[config.mk]
export PLATFORM = sky130hd
export DESIGN_NAME = uaps_cordic
export DESIGN_NICKNAME = d
export VERILOG_FILES = /design/src/hdl/uaps_pkg.sv /design/src/hdl/uaps_cordic.sv
export SDC_FILE = /design/constraint.sdc
export NUM_CORES = 2
export LEC_CHECK = 0
export BUFFER_PORTS_ARGS = -buffer_cell sky130_fd_sc_hd__buf_2
export CORE_ASPECT_RATIO = 0.9
export CORE_UTILIZATION = 30
export CTS_CLUSTER_SIZE = 16
export DETAILED_ROUTE_END_ITERATION = 7
export HOLD_SLACK_MARGIN = 0.05
export SETUP_SLACK_MARGIN = 0.2
export SLEW_MARGIN = 0
export SYNTH_ARGS = -nofsm -noshare
export SYNTH_HDL_FRONTEND = slang
export SYNTH_SLANG_ARGS = --single-unit
[constraint.sdc]
create_clock -name clock -period 15.3 [get_ports clock]
set_clock_uncertainty 0.1 [all_clocks]
set_input_delay 0 -clock clock [delete_from_list [all_inputs] [get_ports clock]]
set_output_delay 0 -clock clock [all_outputs]
set_load 0.1 [all_outputs]
[src/hdl/uaps_pkg.sv]
`default_nettype none
package uaps_pkg;

   // Q0.32 turns per radian, round(2^32 / (2*pi)).
   localparam logic [29:0] INV_TWO_PI_Q32 = 30'd683565276;
   // 1e-6 rad in Q4.32.
   localparam logic [35:0] STRAIGHT_LIMIT = 36'd4295;
   // CORDIC start value, gain compensation in Q1.30.
   localparam logic signed [32:0] CORDIC_START = 33'sd652032874;
   localparam logic [15:0] STEP_TIME_RESET = 16'd6554;
   localparam int DIV_NUM_W = 58;
   localparam int DIV_DEN_W = 21;

   // atan(2^-i) in turns, Q0.32.
   function automatic logic [31:0] atan_turns(input int idx);
      logic [31:0] r;
      case (idx)
         0:  r = 32'h20000000;
         1:  r = 32'h12E4051E;
         2:  r = 32'h09FB385B;
         3:  r = 32'h051111D4;
         4:  r = 32'h028B0D43;
         5:  r = 32'h0145D7E1;
         6:  r = 32'h00A2F61E;
         7:  r = 32'h00517C55;
         8:  r = 32'h0028BE53;
         9:  r = 32'h00145F2F;
         10: r = 32'h000A2F98;
         11: r = 32'h000517CC;
         12: r = 32'h00028BE6;
         13: r = 32'h000145F3;
         14: r = 32'h0000A2FA;
         15: r = 32'h0000517D;
         16: r = 32'h000028BE;
         17: r = 32'h0000145F;
         18: r = 32'h00000A30;
         19: r = 32'h00000518;
         20: r = 32'h0000028C;
         21: r = 32'h00000146;
         22: r = 32'h000000A3;
         23: r = 32'h00000051;
         default: r = 32'h0;
      endcase
      return r;
   endfunction

   // Carried alongside the half-angle CORDIC.
   typedef struct packed {
      logic signed [31:0] x;
      logic signed [31:0] y;
      logic [15:0]        new_heading;
      logic [31:0]        phi;
      logic [39:0]        m_straight;
      logic               straight;
      logic               speed_neg;
      logic [23:0]        speed_mag;
      logic [20:0]        rate_mag;
   } arc_side_type;

   // Carried alongside the chord divider.
   typedef struct packed {
      logic signed [31:0] x;
      logic signed [31:0] y;
      logic [15:0]        new_heading;
      logic [31:0]        phi;
      logic [39:0]        m_straight;
      logic               straight;
      logic               speed_neg;
   } div_side_type;

   // Carried alongside the heading CORDIC.
   typedef struct packed {
      logic signed [31:0] x;
      logic signed [31:0] y;
      logic [15:0]        new_heading;
      logic [57:0]        travel;
      logic               neg;
   } proj_side_type;

endpackage
`default_nettype wire

[src/hdl/uaps_cordic.sv]
`default_nettype none
module uaps_cordic #(
   parameter int STAGES = 16,
   parameter int SIDE_W = 1
) (
   input  wire logic               clock,
   input  wire logic               reset,
   input  wire logic               enable,
   input  wire logic               in_valid,
   input  wire logic [31:0]        in_angle,
   input  wire logic [SIDE_W-1:0]  in_side,
   output logic                    out_valid,
   output logic signed [32:0]      out_cos,
   output logic signed [32:0]      out_sin,
   output logic [SIDE_W-1:0]       out_side
);

   logic signed [32:0] x_ff [0:STAGES];
   logic signed [32:0] y_ff [0:STAGES];
   logic signed [32:0] z_ff [0:STAGES];
   logic [1:0]         quad_ff [0:STAGES];
   logic [SIDE_W-1:0]  side_ff [0:STAGES];
   logic               valid_ff [0:STAGES];

   // load: fold the angle into the first quadrant
   always_ff @(posedge clock) begin
      if (reset) begin
         valid_ff[0] <= 1'b0;
      end else if (enable) begin
         valid_ff[0] <= in_valid;
      end
      if (enable) begin
         x_ff[0]    <= uaps_pkg::CORDIC_START;
         y_ff[0]    <= '0;
         z_ff[0]    <= $signed({3'b000, in_angle[29:0]});
         quad_ff[0] <= in_angle[31:30];
         side_ff[0] <= in_side;
      end
   end

   for (genvar i = 0; i < STAGES; i++) begin : g_stage
      localparam logic signed [32:0] ATAN = $signed({1'b0, uaps_pkg::atan_turns(i)});
      always_ff @(posedge clock) begin
         if (reset) begin
            valid_ff[i+1] <= 1'b0;
         end else if (enable) begin
            valid_ff[i+1] <= valid_ff[i];
         end
         if (enable) begin
            if (!z_ff[i][32]) begin
               x_ff[i+1] <= x_ff[i] - (y_ff[i] >>> i);
               y_ff[i+1] <= y_ff[i] + (x_ff[i] >>> i);
               z_ff[i+1] <= z_ff[i] - ATAN;
            end else begin
               x_ff[i+1] <= x_ff[i] + (y_ff[i] >>> i);
               y_ff[i+1] <= y_ff[i] - (x_ff[i] >>> i);
               z_ff[i+1] <= z_ff[i] + ATAN;
            end
            quad_ff[i+1] <= quad_ff[i];
            side_ff[i+1] <= side_ff[i];
         end
      end
   end

   // unfold the quadrant
   always_ff @(posedge clock) begin
      if (reset) begin
         out_valid <= 1'b0;
      end else if (enable) begin
         out_valid <= valid_ff[STAGES];
      end
      if (enable) begin
         out_side <= side_ff[STAGES];
         case (quad_ff[STAGES])
            2'd0: begin
               out_cos <= x_ff[STAGES];
               out_sin <= y_ff[STAGES];
            end
            2'd1: begin
               out_cos <= -y_ff[STAGES];
               out_sin <= x_ff[STAGES];
            end
            2'd2: begin
               out_cos <= -x_ff[STAGES];
               out_sin <= -y_ff[STAGES];
            end
            default: begin
               out_cos <= y_ff[STAGES];
               out_sin <= -x_ff[STAGES];
            end
         endcase
      end
   end

endmodule
`default_nettype wire

* Word-level counts from Yosys, hierarchy flattened *
Memories as Yosys holds them, arrays and structs flattened. A register that Yosys moved wholly into a read port is not among the register bits.
Cells that the tools add are included.

cells by class
  add/subtract/negate cells = 97
  eq/ne operators = 2
  muxes and demuxes = 169
  bitwise operators = 65
  reductions and logical operators = 1

operator list
  operator                                        count
  33-bit two-way mux                              48
  33-bit case mux with 3 select lines             2
  1-bit two-way mux                               119
  33-bit by 18-bit adder with 33-bit output       2
  33-bit by 19-bit adder with 33-bit output       2
  33-bit by 20-bit adder with 33-bit output       2
  33-bit by 21-bit adder with 33-bit output       2
  33-bit by 22-bit adder with 33-bit output       2
  33-bit by 23-bit adder with 33-bit output       2
  33-bit by 24-bit adder with 33-bit output       2
  33-bit by 25-bit adder with 33-bit output       2
  33-bit by 26-bit adder with 33-bit output       2
  33-bit by 27-bit adder with 33-bit output       2
  33-bit by 28-bit adder with 33-bit output       2
  33-bit by 29-bit adder with 33-bit output       2
  33-bit by 30-bit adder with 33-bit output       2
  33-bit by 31-bit adder with 33-bit output       2
  33-bit by 32-bit adder with 33-bit output       2
  33-bit negator                                  2
  33-bit by 18-bit subtractor with 33-bit output  2
  33-bit by 19-bit subtractor with 33-bit output  2
  33-bit by 20-bit subtractor with 33-bit output  2
  33-bit by 21-bit subtractor with 33-bit output  2
  33-bit by 22-bit subtractor with 33-bit output  2
  other kinds (48)                                123

storage, ports and cells
  register bits after elaboration = 66
  RAM bits = 1751
  input bits = 37
  output and inout bits = 68
  logic and storage cells = 342
  memories kept = 6

memories
  memory    depth  bits a word  read ports  clocked after memory_dff  wr ports  RTL line           text
  x_ff      17     33           17          0                         17        uaps_cordic.sv:18  logic signed [32:0] x_ff [0:STAGES];
  y_ff      17     33           17          0                         17        uaps_cordic.sv:19  logic signed [32:0] y_ff [0:STAGES];
  z_ff      17     33           16          0                         17        uaps_cordic.sv:20  logic signed [32:0] z_ff [0:STAGES];
  quad_ff   17     2            17          0                         17        uaps_cordic.sv:21  logic [1:0] quad_ff [0:STAGES];
  side_ff   17     1            17          1                         17        uaps_cordic.sv:22  logic [SIDE_W-1:0] side_ff [0:STAGES];
  valid_ff  17     1            17          1                         17        uaps_cordic.sv:23  logic valid_ff [0:STAGES];

* Logic depth before layout (Yosys ltp) *
  depth after elaboration = 4
  mapped depth = 21
  gate-level depth less buffers = 20

* Worst setup path before layout *
OpenSTA, ideal clock, no wires.

  path type = reg-to-reg
  from = memory x_ff[5][11]
  to = memory y_ff[6][32], data pin
  library setup time = 0.273 ns
  arrival = 4.689 ns
  data required time = 14.927 ns
  slack = 10.238 ns
  stages on the path, launching flop included = 19
  buffers on the path = 1
  period minus slack after synthesis = 5.062 ns
  cell sequence = edfxtp_1 -> or4_4 -> or3_4 -> or3_1 -> or3_1 -> nand2b_1 -> nor4_2 -> a21oi_1 -> xnor2_1 -> ha_1 -> clkbuf_1 -> nand4_1 -> or4_1 -> o21ai_0 -> nor2_1 -> a221o_1 -> nor3_1 -> a2111oi_0 -> xnor2_1

RTL lines
  what                RTL line
  start: declaration  uaps_cordic.sv:18
  end: declaration    uaps_cordic.sv:19

==> out/results.txt <==
Multi-input gate area -> 76700 sq um
Worst Hold Class -> input pin to flip-flop
syn nets -> 14367
number of routed nets with antenna violations -> 0
# Max-Cap Violations -> 0
main flop type after synthesis -> edfxtp_1
cell with the largest stage delay on the worst path -> dlygate4sd3_1
DRC viols -> 0
Initial Util -> 30.2%
setup violators final -> 0
Layout Nets -> 14508
Yosys warnings -> 0
Worst-Skew Late Latency -> 910 ps
Yosys reg bits -> 1549
Via density -> 5.12
die footprint -> 423000 sq um
initial antenna violation count -> 9
min Tclk post-route -> 6280 ps
Syn-to-layout area delta -> 11.0%
Port Buffer Count -> 104
final hold vios -> 0
Total GRT Usage -> 14.2%
Syn Inst Count -> 12963
CP Launch Type -> input pin
Cell Area, Synth -> 126000 sq um
CP Class -> input pin to flip-flop
Critical Path Max Stage Delay -> 630 ps
first-pass GRT wire length -> 497000 microns
H-tree depth -> 4
total number of vias -> 96432
Hold-fix buffers, CTS -> 71
critical path, cell by cell -> dlygate4sd3_1 -> buf_12 -> buf_4 -> buf_4 -> nand2_2 -> buf_4 -> clkinv_1 -> buf_4 -> a21oi_1 -> nor2_1 -> o21ai_1 -> a21oi_1 -> xor2_1 -> ha_1 -> a21o_1 -> a21o_1 -> a21o_1 -> a21o_1 -> a21o_1 -> a31oi_1 -> o21ai_0 -> a2111oi_0 -> nand4b_1
CP dominant cell by count -> a21o_1
Buf/Inv on CP -> 7
GRT overflow -> 0
ys async rst share -> 0%
syn_area_per_cell -> 9.73 sq um
core box area -> 418000 sq um
Die H -> 617 microns
FMAX -> 0.159 GHz
Clk pin slew, worst setup/hold paths -> 60 ps
largest net degree at the start of global routing -> 189
postcts setup bufs -> 0
CTS resizes -> 0
hpwl dp -> 243000 microns
total clock buffers created by CTS -> 189
crit end category -> flip-flop
CP delay by family, top -> compound AO/OA/AOI/OAI gates
Fillers -> 42633
hold_ws -> 122 ps
crit path max fanout -> 63
setup total negative slack -> 0 ps
initial DRC count -> 6255
die width -> 685 microns
CTS Buffer Depth -> 4
aggregate routed wire length -> 311000 microns
final slew viol count -> 0
crit share post-route -> 41.0%
Cell Rows -> 225
status -> finished, final reports clean
R2R Setup Slk -> 9590 ps
Post-synth EDFFs -> 1548
Final GP Congestion -> 0.897
share of layout cells above drive strength 1 -> 4.99%
vias in the first global route -> 91527
Wirelength per Cell -> 16.5 microns
TritonCTS clock tree -> done
Tightest Pin Transition -> 1230 ps
unrepaired setup endpoints after global routing -> false
final design utilization -> 33.5%
Slew HR -> 15.8%
worst path required time -> 15920 ps
CP Data Arrival Time -> 6900 ps
CTS Sinks -> 1549
I/O pin count -> 105
drt first pass iters -> 8
count of cell types in the netlist -> 104
FF/Latch Area -> 46500 sq um
sequential area share after synthesis -> 36.9%
root buf cell -> clkbuf_16
## final cells by class
type / instances / share of cell area, %
inverter: 473 / 1.27
multi-input combinational: 10648 / 54.8
clock inverter: 126 / 0.925
timing repair buffer: 243 / 1.27
sequential: 1549 / 33.2
antenna: 8 / 0.0143
tap: 5561 / 4.97
clock buffer: 216 / 3.50
## cells in the final DEF, fill, tap and decap left out, drive strengths merged, types with 36 or more instances in the layout
master          n
clkinv         81
o41ai          51
nor3          302
o21a          187
fa             39
a31oi         140
nor2          910
and2           81
a21boi         36
and3          118
o31ai         153
buf           172
o21bai        162
or4            57
a21oi        1349
xor2          639
ha           1328
mux2i          54
or3            78
inv           485
a211oi         98
o21ai         743
clkbuf        216
xnor2        1154
o211ai         48
nand2b        209
nor2b         163
nand2         776
a21o          723
or2            37
dlygate4sd3    71
nor4           96
nand4         120
mux2           42
edfxtp       1548
nand3         236
## Yosys cell counts, types with 35 or more instances
cell / number / area [sq um]
a211o_1: 35 / 307
a211oi_1: 97 / 728
a21boi_0: 36 / 270
a21o_1: 723 / 5430
a21oi_1: 1346 / 6740
a31oi_1: 140 / 876
and2_1: 80 / 500
and3_1: 118 / 738
clkbuf_1: 259 / 972
edfxtp_1: 1548 / 46500
fa_1: 39 / 781
ha_1: 1328 / 16600
inv_1: 466 / 1750
mux2_2: 42 / 473
mux2i_1: 54 / 541
nand2_1: 774 / 2910
nand2b_1: 209 / 1310
nand3_1: 235 / 1180
nand4_1: 119 / 744
nor2_1: 908 / 3410
nor2b_1: 163 / 1020
nor3_1: 299 / 1500
nor4_1: 86 / 538
o211ai_1: 48 / 360
o21a_1: 187 / 1400
o21ai_0: 728 / 3640
o21bai_1: 162 / 1220
o31a_1: 35 / 307
o31ai_1: 151 / 1130
o41ai_1: 48 / 420
or2_2: 36 / 225
or3_1: 73 / 457
or4_1: 44 / 330
xnor2_1: 1154 / 10100
xor2_1: 638 / 5590
## state kept, by name, indices dropped and copies added (netlist names), 17 cells and up
register and count:
z_ff 489, y_ff 463, x_ff 461, quad_ff 34
out_cos 33, out_sin 33, side_ff 17, valid_ff 17
## logic make-up (layout without fill, tap and decap cells)
group	count (synthesis)	in the layout	synth area share, %
adders and majority gates	1367	1367	13.8
other	0	8	0
muxes	116	116	1.16
buffers and inverters	766	1058	2.29
xor gates and xnor gates	1793	1793	12.5
and+or+nand+nor	3301	3301	12.9
AOI/OAI and AO/OA	4071	4071	20.5
DFF	1549	1549	36.9
## metrics by stage
stage	worst slack, ps	cell area [sq um]	std cells
2_1_floorplan	10240	126000	12963
3_3_place_gp	8820	133000	18403
3_5_place_dp	8850	133000	18403
4_1_cts	9040	140000	18816
5_1_grt	8490	140000	18823
6_report	9020	140000	18824
## final timing paths
| check | startpoint | to | depth (start not counted) |
|---|---|---|---|
| min reg2reg | z_ff[12][0] | z_ff[13][0] | 0 |
| min | enable | z_ff[10][1] | 2 |
| max reg2reg | x_ff[5][10] | y_ff[6][32] | 17 |
| max | enable | y_ff[8][25] | 23 |
## per-layer routing
| metal | GRT usage (%) | vias to the layer above | part of all wire [%] |
|---|---|---|---|
| li1 | - | 48785 | - |
| met1 | 18.9 | 45208 | 47 |
| met2 | 24.1 | 1962 | 46 |
| met3 | 1.51 | 477 | 3.9 |
| met4 | 4.13 | 0 | 2.9 |
| met5 | 0 | - | 0 |
Power is left out: the tool's default activity adds up to more than one toggle a clock period on the data nets, which glitch-free logic cannot reach.
